**src/hdl/lru_pkg.sv**
```systemverilog
// ----------------------------------------------------------------------------
// lru_pkg
// Shared constants, state codes and default record types for the LRU
// page-frame store.
// ----------------------------------------------------------------------------
package lru_pkg;

	// defaults for the top-level parameters
	localparam int MAX_FRAMES_DEF = 16;
	localparam int PAGE_BITS_DEF  = 16;

	// fixed field widths of the streams and the register
	localparam int PAGE_NUM_W    = 16;
	localparam int FRAME_IDX_W   = 4;
	localparam int TOTAL_W       = 32;
	localparam int CFG_W         = 5;
	localparam int OUT_PAD_W     = 3;
	localparam int OUT_TDATA_W   = FRAME_IDX_W + 1 + PAGE_NUM_W + 2 * TOTAL_W + OUT_PAD_W;

	localparam logic [CFG_W-1:0]   ACTIVE_RESET = CFG_W'(16);
	localparam logic [TOTAL_W-1:0] TOTAL_MAX    = '1;

	// widths derived from the default frame count
	localparam int DEF_IDX_W = (MAX_FRAMES_DEF > 1) ? $clog2(MAX_FRAMES_DEF) : 1;
	localparam int DEF_CNT_W = $clog2(MAX_FRAMES_DEF + 1);

	typedef enum logic [1:0] {
		ST_IDLE,
		ST_SCAN,
		ST_DONE
	} state_t;

	// search record handed from cell to cell (default widths)
	typedef struct packed {
		logic [PAGE_BITS_DEF-1:0] page;
		logic [DEF_CNT_W-1:0]     count;
		logic                     found;
		logic [DEF_IDX_W-1:0]     hit_k;
		logic [DEF_IDX_W-1:0]     hit_rank;
		logic                     empty;
		logic [DEF_IDX_W-1:0]     empty_k;
		logic                     min_ok;
		logic [DEF_IDX_W-1:0]     min_k;
		logic [DEF_IDX_W-1:0]     min_rank;
		logic [PAGE_BITS_DEF-1:0] min_page;
	} scan_t;

	// update broadcast to all cells (default widths)
	typedef struct packed {
		logic                     en;
		logic                     clear;
		logic                     fill;
		logic [DEF_IDX_W-1:0]     k;
		logic [DEF_IDX_W-1:0]     old_rank;
		logic [DEF_IDX_W-1:0]     new_rank;
		logic [PAGE_BITS_DEF-1:0] page;
	} upd_t;

endpackage

```
**src/hdl/lru_cell.sv**
```systemverilog
// ----------------------------------------------------------------------------
// lru_cell
// One page frame: holds page, valid bit and recency rank, folds its frame
// into the passing search record and applies the broadcast update.
// ----------------------------------------------------------------------------
module lru_cell #(
	parameter int  INDEX     = 0,
	parameter int  MAX_FRAMES = lru_pkg::MAX_FRAMES_DEF,
	parameter int  PAGE_BITS  = lru_pkg::PAGE_BITS_DEF,
	parameter type SCAN_T     = lru_pkg::scan_t,
	parameter type UPD_T      = lru_pkg::upd_t
) (
	input  logic  clk,
	input  logic  arst_n,
	input  logic  in_win,
	input  logic  tok_in,
	input  SCAN_T acc_in,
	output logic  tok_out,
	output SCAN_T acc_out,
	input  UPD_T  upd
);
	import lru_pkg::*;

	localparam int IDX_W = (MAX_FRAMES > 1) ? $clog2(MAX_FRAMES) : 1;
	localparam int CNT_W = $clog2(MAX_FRAMES + 1);

	logic [PAGE_BITS-1:0] page_q;
	logic                 valid_q;
	logic [IDX_W-1:0]     rank_q;
	logic                 tok_q;
	SCAN_T                acc_q;
	SCAN_T                acc_nx;
	logic                 act;
	logic                 self;

	assign act  = in_win & valid_q;
	assign self = (upd.k == IDX_W'(INDEX));

	always_comb begin
		acc_nx = acc_in;
		if (act) begin
			acc_nx.count = CNT_W'(acc_in.count + 1'b1);
		end
		if (act && !acc_in.found && page_q == acc_in.page) begin
			acc_nx.found    = 1'b1;
			acc_nx.hit_k    = IDX_W'(INDEX);
			acc_nx.hit_rank = rank_q;
		end
		if (in_win && !valid_q && !acc_in.empty) begin
			acc_nx.empty   = 1'b1;
			acc_nx.empty_k = IDX_W'(INDEX);
		end
		// strict less-than keeps the lowest index on a tie
		if (in_win && (!acc_in.min_ok || rank_q < acc_in.min_rank)) begin
			acc_nx.min_ok   = 1'b1;
			acc_nx.min_k    = IDX_W'(INDEX);
			acc_nx.min_rank = rank_q;
			acc_nx.min_page = page_q;
		end
	end

	always_ff @(posedge clk or negedge arst_n) begin
		if (!arst_n) begin
			tok_q <= 1'b0;
		end else begin
			tok_q <= tok_in;
		end
	end

	always_ff @(posedge clk) begin
		if (tok_in) begin
			acc_q <= acc_nx;
		end
	end

	always_ff @(posedge clk or negedge arst_n) begin
		if (!arst_n) begin
			valid_q <= 1'b0;
			rank_q  <= '0;
		end else if (upd.en) begin
			if (upd.clear) begin
				valid_q <= 1'b0;
				rank_q  <= '0;
			end else if (self) begin
				valid_q <= 1'b1;
				rank_q  <= upd.new_rank;
			end else if (!upd.fill && act && rank_q > upd.old_rank) begin
				rank_q <= IDX_W'(rank_q - 1'b1);
			end
		end
	end

	always_ff @(posedge clk) begin
		if (upd.en && !upd.clear && self) begin
			page_q <= upd.page;
		end
	end

	assign tok_out = tok_q;
	assign acc_out = acc_q;

endmodule

```
**src/hdl/lru_ctrl.sv**
```systemverilog
// ----------------------------------------------------------------------------
// lru_ctrl
// Sequencer: injects an item into the cell chain, decides hit, fill or
// eviction from the finished search, broadcasts the update, keeps totals
// and drives the result register.
// ----------------------------------------------------------------------------
module lru_ctrl #(
	parameter int  MAX_FRAMES = lru_pkg::MAX_FRAMES_DEF,
	parameter int  PAGE_BITS  = lru_pkg::PAGE_BITS_DEF,
	parameter type SCAN_T     = lru_pkg::scan_t,
	parameter type UPD_T      = lru_pkg::upd_t
) (
	input  logic                                clk,
	input  logic                                arst_n,
	input  logic                                s_tvalid,
	output logic                                s_tready,
	input  logic [lru_pkg::PAGE_NUM_W-1:0]      s_tdata,
	input  logic                                s_tlast,
	output logic                                m_tvalid,
	input  logic                                m_tready,
	output logic [lru_pkg::OUT_TDATA_W-1:0]     m_tdata,
	output logic                                m_tuser,
	output logic                                inj_tok,
	output SCAN_T                               inj_acc,
	input  logic                                fin_tok,
	input  SCAN_T                               fin_acc,
	output UPD_T                                upd
);
	import lru_pkg::*;

	localparam int IDX_W = (MAX_FRAMES > 1) ? $clog2(MAX_FRAMES) : 1;

	state_t state_q, state_d;
	logic   commit;
	logic   out_free;
	logic   last_q;

	logic                 hit;
	logic                 fill;
	logic                 evict;
	logic [IDX_W-1:0]     k;
	logic [IDX_W-1:0]     old_rank;
	logic [IDX_W-1:0]     new_rank;
	logic [PAGE_NUM_W-1:0] ev_page;

	logic [TOTAL_W-1:0] hit_q, fault_q;
	logic [TOTAL_W-1:0] hit_nx, fault_nx;

	logic                   m_tvalid_q;
	logic [OUT_TDATA_W-1:0] m_tdata_q;
	logic                   m_tuser_q;

	assign out_free = !m_tvalid_q || m_tready;

	// next state
	always_comb begin
		state_d = state_q;
		unique case (state_q)
			ST_IDLE: if (s_tvalid) begin
				state_d = ST_SCAN;
			end
			ST_SCAN: if (fin_tok) begin
				state_d = ST_DONE;
			end
			ST_DONE: if (out_free) begin
				state_d = ST_IDLE;
			end
			default: state_d = ST_IDLE;
		endcase
	end

	// state outputs
	always_comb begin
		s_tready = 1'b0;
		commit   = 1'b0;
		unique case (state_q)
			ST_IDLE: s_tready = 1'b1;
			ST_SCAN: ;
			ST_DONE: commit = out_free;
			default: ;
		endcase
	end

	always_ff @(posedge clk or negedge arst_n) begin
		if (!arst_n) begin
			state_q <= ST_IDLE;
		end else begin
			state_q <= state_d;
		end
	end

	assign inj_tok = s_tvalid & s_tready;

	always_comb begin
		inj_acc      = '0;
		inj_acc.page = PAGE_BITS'(s_tdata);
	end

	always_ff @(posedge clk) begin
		if (inj_tok) begin
			last_q <= s_tlast;
		end
	end

	// decision from the finished search
	always_comb begin
		hit      = fin_acc.found;
		fill     = !fin_acc.found && fin_acc.empty;
		evict    = !fin_acc.found && !fin_acc.empty;
		k        = hit ? fin_acc.hit_k : (fill ? fin_acc.empty_k : fin_acc.min_k);
		old_rank = hit ? fin_acc.hit_rank : fin_acc.min_rank;
		new_rank = fill ? IDX_W'(fin_acc.count) : IDX_W'(fin_acc.count - 1'b1);
		ev_page  = evict ? PAGE_NUM_W'(fin_acc.min_page) : '0;
	end

	always_comb begin
		upd          = '0;
		upd.en       = commit;
		upd.clear    = last_q;
		upd.fill     = fill;
		upd.k        = k;
		upd.old_rank = old_rank;
		upd.new_rank = new_rank;
		upd.page     = fin_acc.page;
	end

	// saturating totals
	always_comb begin
		hit_nx   = hit_q;
		fault_nx = fault_q;
		if (hit) begin
			if (hit_q != TOTAL_MAX) hit_nx = TOTAL_W'(hit_q + 1'b1);
		end else begin
			if (fault_q != TOTAL_MAX) fault_nx = TOTAL_W'(fault_q + 1'b1);
		end
	end

	always_ff @(posedge clk or negedge arst_n) begin
		if (!arst_n) begin
			hit_q   <= '0;
			fault_q <= '0;
		end else if (commit) begin
			hit_q   <= last_q ? '0 : hit_nx;
			fault_q <= last_q ? '0 : fault_nx;
		end
	end

	always_ff @(posedge clk or negedge arst_n) begin
		if (!arst_n) begin
			m_tvalid_q <= 1'b0;
		end else if (commit) begin
			m_tvalid_q <= 1'b1;
		end else if (m_tready) begin
			m_tvalid_q <= 1'b0;
		end
	end

	always_ff @(posedge clk) begin
		if (commit) begin
			m_tuser_q <= hit;
			m_tdata_q <= {{OUT_PAD_W{1'b0}}, fault_nx, hit_nx, ev_page, evict,
				FRAME_IDX_W'(k)};
		end
	end

	assign m_tvalid = m_tvalid_q;
	assign m_tdata  = m_tdata_q;
	assign m_tuser  = m_tuser_q;

endmodule

```
**src/hdl/lru_page_replacement.sv**
```systemverilog
// ----------------------------------------------------------------------------
// lru_page_replacement
// Fully associative page-frame store with least-recently-used replacement,
// built as a chain of frame cells that a search record walks through.
// ----------------------------------------------------------------------------
//
//  channel  dir  handshake           payload
//  -------  ---  ------------------  -------------------------------------------
//  cfg      in   cfg_we              cfg_wdata: active_frames
//  s        in   s_tvalid/s_tready   s_tdata: page_number; s_tlast: last_access
//  m        out  m_tvalid/m_tready   m_tuser: hit; m_tdata: see port comment
//
//  The search record of an item steps through one frame cell per cycle,
//  then the sequencer decides and updates all frames at once; a new item
//  is accepted only after that update. arst_n clears valid bits, ranks,
//  totals and loads active_frames with 16. A stalled result waits in the
//  output register; the next item is accepted while it waits, and only
//  its own commit holds until the register frees.
//
module lru_page_replacement #(
	parameter int MAX_FRAMES = lru_pkg::MAX_FRAMES_DEF,
	parameter int PAGE_BITS  = lru_pkg::PAGE_BITS_DEF
) (
	input  logic                              clk,
	input  logic                              arst_n,
	input  logic                              cfg_we,
	input  logic [lru_pkg::CFG_W-1:0]         cfg_wdata,    // active_frames
	input  logic                              s_tvalid,
	output logic                              s_tready,
	input  logic [lru_pkg::PAGE_NUM_W-1:0]    s_tdata,      // [15:0] page_number
	input  logic                              s_tlast,
	output logic                              m_tvalid,
	input  logic                              m_tready,
	// [3:0] frame_index, [4] evicted_valid, [20:5] evicted_page,
	// [52:21] hit_total, [84:53] fault_total, [87:85] zero
	output logic [lru_pkg::OUT_TDATA_W-1:0]   m_tdata,
	output logic                              m_tuser       // [0] hit
);
	import lru_pkg::*;

	localparam int IDX_W = (MAX_FRAMES > 1) ? $clog2(MAX_FRAMES) : 1;
	localparam int CNT_W = $clog2(MAX_FRAMES + 1);

	// search record: accumulates matches, fill slot and LRU victim
	typedef struct packed {
		logic [PAGE_BITS-1:0] page;
		logic [CNT_W-1:0]     count;
		logic                 found;
		logic [IDX_W-1:0]     hit_k;
		logic [IDX_W-1:0]     hit_rank;
		logic                 empty;
		logic [IDX_W-1:0]     empty_k;
		logic                 min_ok;
		logic [IDX_W-1:0]     min_k;
		logic [IDX_W-1:0]     min_rank;
		logic [PAGE_BITS-1:0] min_page;
	} chain_scan_t;

	// update broadcast from the sequencer to every cell
	typedef struct packed {
		logic                 en;
		logic                 clear;
		logic                 fill;
		logic [IDX_W-1:0]     k;
		logic [IDX_W-1:0]     old_rank;
		logic [IDX_W-1:0]     new_rank;
		logic [PAGE_BITS-1:0] page;
	} chain_upd_t;

	logic [CFG_W-1:0]     active_q;
	logic [MAX_FRAMES-1:0] win;

	logic                 tok   [MAX_FRAMES+1];
	chain_scan_t          acc   [MAX_FRAMES+1];
	chain_upd_t           upd;

	// hold active_frames; the user must write it only between items, the block does not enforce this
	always_ff @(posedge clk or negedge arst_n) begin
		if (!arst_n) begin
			active_q <= ACTIVE_RESET;
		end else if (cfg_we) begin
			active_q <= cfg_wdata;
		end
	end

	lru_ctrl #(
		.MAX_FRAMES (MAX_FRAMES),
		.PAGE_BITS  (PAGE_BITS),
		.SCAN_T     (chain_scan_t),
		.UPD_T      (chain_upd_t)
	) u_ctrl (
		.clk      (clk),
		.arst_n   (arst_n),
		.s_tvalid (s_tvalid),
		.s_tready (s_tready),
		.s_tdata  (s_tdata),
		.s_tlast  (s_tlast),
		.m_tvalid (m_tvalid),
		.m_tready (m_tready),
		.m_tdata  (m_tdata),
		.m_tuser  (m_tuser),
		.inj_tok  (tok[0]),
		.inj_acc  (acc[0]),
		.fin_tok  (tok[MAX_FRAMES]),
		.fin_acc  (acc[MAX_FRAMES]),
		.upd      (upd)
	);

	for (genvar i = 0; i < MAX_FRAMES; i++) begin : g_cell
		// window: frame 0 is always in; above MAX_FRAMES there are no cells
		assign win[i] = (i == 0) || (int'(active_q) > i);

		lru_cell #(
			.INDEX      (i),
			.MAX_FRAMES (MAX_FRAMES),
			.PAGE_BITS  (PAGE_BITS),
			.SCAN_T     (chain_scan_t),
			.UPD_T      (chain_upd_t)
		) u_cell (
			.clk     (clk),
			.arst_n  (arst_n),
			.in_win  (win[i]),
			.tok_in  (tok[i]),
			.acc_in  (acc[i]),
			.tok_out (tok[i+1]),
			.acc_out (acc[i+1]),
			.upd     (upd)
		);
	end

endmodule

```
**config.mk**
```make
export PLATFORM = sky130hd
export DESIGN_NAME = lru_page_replacement
export DESIGN_NICKNAME = d
export VERILOG_FILES = /design/src/hdl/lru_pkg.sv /design/src/hdl/lru_cell.sv /design/src/hdl/lru_ctrl.sv /design/src/hdl/lru_page_replacement.sv
export SDC_FILE = /design/constraint.sdc
export NUM_CORES = 2
export LEC_CHECK = 0
export ABC_AREA = 1
export BUFFER_PORTS_ARGS = -buffer_cell sky130_fd_sc_hd__buf_2
export CORE_UTILIZATION = 30
export CTS_CLUSTER_SIZE = 24
export DETAILED_ROUTE_END_ITERATION = 6
export PLACE_DENSITY = 0.57
export SYNTH_ARGS = -nofsm -noshare
export SYNTH_HDL_FRONTEND = slang
export SYNTH_SLANG_ARGS = --single-unit
```
**constraint.sdc**
```tcl
create_clock -name clk -period 3.87 [get_ports clk]
set_input_delay 0.387 -clock clk [delete_from_list [all_inputs] [get_ports clk]]
set_output_delay 0.387 -clock clk [all_outputs]
set_load 0.005 [all_outputs]
```
==> results.yml <==
synth:
  post_synth_edffs: 1220
  synth_area_sq_um: 61200
  ys_ff_latch: 1388
  post_synth_inst_count: 5655
  yosys_warnings: 0
  ys_async_sr_fraction_pct: 12.1
  synth-seq-area-share_pct: 66.7
  postSynthAreaPerCell_sq_um: 10.8
  synthDistinctLibCells: 53
  synthFlopType: "edfxtp_1"
floorplan:
  design.core.area_sq_um: 203000
  die_height_um: 454
  floorplan.initialDensity_pct: 30.2
  ios: 118
  die_w_um: 454
  floorplan.die_area_sq_um: 206000
  rows: 165
sta:
  finalWorstPathRequiredPeriod_ps: 3110
  setup_repair_after_global_routing_missed_its_margin: "no"
  fmax_mhz: 321
  final_worst_path_cycle_share_pct: 80.5
  finalHoldViolCount: 0
  report.final.setup_viol: 0
  timing_max_transition_violations_final: 0
  finalWorstSetupSlack_ps: 755
  relSlewSlack_pct: 21.7
  tightest_slew_ps: 1170
  finClkSkew_ps: 45.0
  tns_ps: 0
cts:
  tritoncts.num_buffers: 144
  clk_latency_ps: 790
  clkSlewWorstSetupHoldPaths_ps: 60
  post_cts.resized_instances: 0
  clock_tree_from_tritoncts: "done"
  cts-htree-levels: 4
  clkSinkCount: 1388
  post_cts_buffers: 0
  clock_tree.buffer_depth: 3
  ctsRootBufferMaster: "clkbuf_16"
global_routing:
  number_of_antenna_violations_at_the_first_check_in_global_routing: 2
  grt_first_pass_wirelength_um: 236000
  first_global_vias: 39300
  grt_use_total_pct: 14.9
  grt_max_degree: 82
  gr-total-overflow: 0
placed_design:
  placement.io_buffers: 114
  hpwlAfterDp_um: 113000
  pre_cts_slack_ps: 792
  postPlaceCellArea_sq_um: 65400
  finalWeightedCongestion: 0.876
power_and_ir_drop:
  finalPower_mw: 47.3
  power.clock.fraction_pct: 28.3
  power_per_cell_area_nw_per_um2: 674
  net_switching_fraction_of_the_power_pct: 33.0
  design_internal_power_mw: 31.7
  sequential_fraction_of_design_power_pct: 49.6
  worst_ir_drop_vdd_v: 0.000559
  power.combinational.fraction_pct: 22.1
  static-leakage-power_nw: 28.5
  p_switching_mw: 15.6
setup_path:
  required_time_of_the_critical_path_ps: 4540
  timing.setup.critical_path_class: "reg2reg"
  crit_path_start_kind: "flop"
  timing.critical_path.fanout_max: 14
  worstPathArrival_ps: 3790
  end_kind: "flop"
drt:
  drc: 0
  ant_nets: 0
  vias: 39900
  drt-pass1-iter-count: 6
  detail_route.wl_per_cell_um: 17.7
  routed_wl_um: 154000
  drt-vias-per-instance: 4.59
  drt_iter0_drc: 3623
min_path:
  holdCritPathClass: "in2async"
final_layout:
  design_area_sq_um: 70200
  fin_nets: 6092
  drive_gt1_share_pct: 8.81
  antenna-diode-count: 0
  syn_to_final_growth_pct: 14.7
  n_fill_cell: 19800
status:
  run_status: "finished, final reports clean"
flow_run:
  cap_violations: 0
-- path summary, 6_finish.rpt --
check                      slack, ps                          start  depth (start not counted)                      endpoint
max                              760  g_cell[15].u_cell.acc_out[38]                         10   g_cell[13].u_cell.rank_q[2]
min                              210                         arst_n                          2            u_ctrl.fault_q[21]
max reg2reg                      760  g_cell[15].u_cell.acc_out[38]                         10   g_cell[13].u_cell.rank_q[2]
min reg2reg                      460   g_cell[0].u_cell.acc_out[49]                          0  g_cell[1].u_cell.acc_out[49]
max in group asynchronous       2650                         arst_n                          3      g_cell[1].u_cell.tok_out
min in group clk                 340                        s_tlast                          2                 u_ctrl.last_q
-- layout make-up --
cell class | count | area [sq um] | share of cell area [%]
flip-flops and latches | 1388 | 40900 | 58.2
multi-input cells | 3444 | 17300 | 24.6
clock buffers | 187 | 3780 | 5.39
well taps | 2672 | 3340 | 4.76
inverters | 708 | 2660 | 3.79
repair buffers | 237 | 1600 | 2.28
clock inverters | 75 | 702 | 0.999
-- cells by family after synthesis --
| kind of cell | synth area share, % |
|---|---|
| AO/OA/AOI/OAI | 4.95 |
| buffers and inverters | 5.14 |
| AND/OR/NAND/NOR | 17.7 |
| adder cells (fa/ha/maj) | 2.90 |
| multiplexers | 0.0490 |
| other | 0.00612 |
| XOR/XNOR | 2.60 |
| flip-flops | 66.7 |
-- critical path, stage by stage (launching register included) --
cell       delay [ps]
edfxtp_1          720
inv_2             280
nand2_1           120
nand2_1           470
buf_4             380
ha_1              280
nand2_1            50
o2111ai_1         360
nand2_1           170
nand2_1           100
nand2_1            50
-- power groups by stage --
stage	registers (mW)	logic [mW]	clock network (mW)
after floorplan	23.1	6.69	0
after global placement	23.8	10.2	0
after detailed placement	23.8	10.4	0
after CTS	23.5	10.5	13.7
after global routing	23.9	11.9	14.2
final	23.5	10.4	13.4
-- cells in the mapped netlist (17+ instances only) --
cell         n  area share (%)
nand3_1    226             1.8
xor2_1      87             1.2
nor3_1      56            0.46
o21ai_0    400             3.3
nand3b_1    17            0.21
xnor2_1     93             1.3
nor2_1     385             2.4
nand2_1   1609             9.9
ha_1       142             2.9
o22ai_1     27            0.28
nand2_2     18            0.18
a21oi_1     66            0.54
and2_1      22            0.22
inv_1      698             4.3
edfxtp_1  1220              60
buf_2       19            0.16
or2_2       33            0.34
clkbuf_1    84            0.51
dfrtp_1    167             6.8
nand4_1    116             1.2
-- metrics by stage --
step	hold WS, ps	utilization (%)	instances
finish	215	34.7	8711
global placement	437	32.3	8414
global route	248	34.7	8711
floorplan	91.4	-	5657
detailed placement	445	32.3	8414
CTS	214	34.7	8711
-- metal layers --
metal / vias to the layer above / track usage [%] / part of all wire [%]
li1: 19500 / - / -
met1: 19200 / 18.8 / 43
met4: 0 / 4.48 / 2.6
met2: 1010 / 26.0 / 50
met5: - / 0 / 0
met3: 247 / 2.49 / 4.7
-- placed cells by master, fill, tap and decap left out, types with 8 or more instances in the layout --
| cell | Yosys | final |
|---|---|---|
| clkbuf_16 | 0 | 144 |
| nand2_1 | 1609 | 1608 |
| buf_4 | 4 | 87 |
| nand3b_1 | 17 | 17 |
| o21ai_1 | 15 | 15 |
| clkinv_2 | 0 | 20 |
| nor2_1 | 385 | 383 |
| o22ai_1 | 27 | 27 |
| nor3b_1 | 11 | 11 |
| edfxtp_1 | 1220 | 1220 |
| nor3_1 | 56 | 56 |
| inv_1 | 698 | 696 |
| and2_1 | 22 | 22 |
| ha_1 | 142 | 142 |
| a21boi_0 | 15 | 15 |
| nor2_4 | 11 | 13 |
| nor2_2 | 16 | 16 |
| clkinv_1 | 3 | 30 |
| xnor2_1 | 93 | 93 |
| dlygate4sd3_1 | 0 | 35 |
| inv_2 | 7 | 8 |
| nand4_1 | 116 | 116 |
| nand3_2 | 9 | 9 |
| dfrtp_2 | 0 | 15 |
| or2_2 | 33 | 33 |
| clkbuf_1 | 84 | 41 |
| buf_2 | 19 | 113 |
| nand2_2 | 18 | 19 |
| nand3_1 | 226 | 226 |
| dfrtp_1 | 167 | 152 |
| o21ai_0 | 400 | 400 |
| o211ai_1 | 16 | 16 |
| a21oi_1 | 66 | 66 |
| xor2_1 | 87 | 87 |
-- sequential cells by signal, indices dropped and copies added, names as in the netlist --
register / count
active_q: 5
u_ctrl.m_tvalid: 1
g_cell.u_cell.page_q: 256
g_cell.u_cell.tok_out: 16
u_ctrl.last_q: 1
u_ctrl.hit_q: 32
g_cell.u_cell.rank_q: 64
u_ctrl.state_q: 2
g_cell.u_cell.valid_q: 16
g_cell.u_cell.acc_out: 877
u_ctrl.m_tuser: 1
u_ctrl.m_tdata: 85
u_ctrl.fault_q: 32
-- timing repair --
action,CTS,global route
hold endpoints to repair,103,0
hold buffers,35,0
setup endpoints to repair,0,0
No activity file was read; power rests on OpenSTA's default activity.
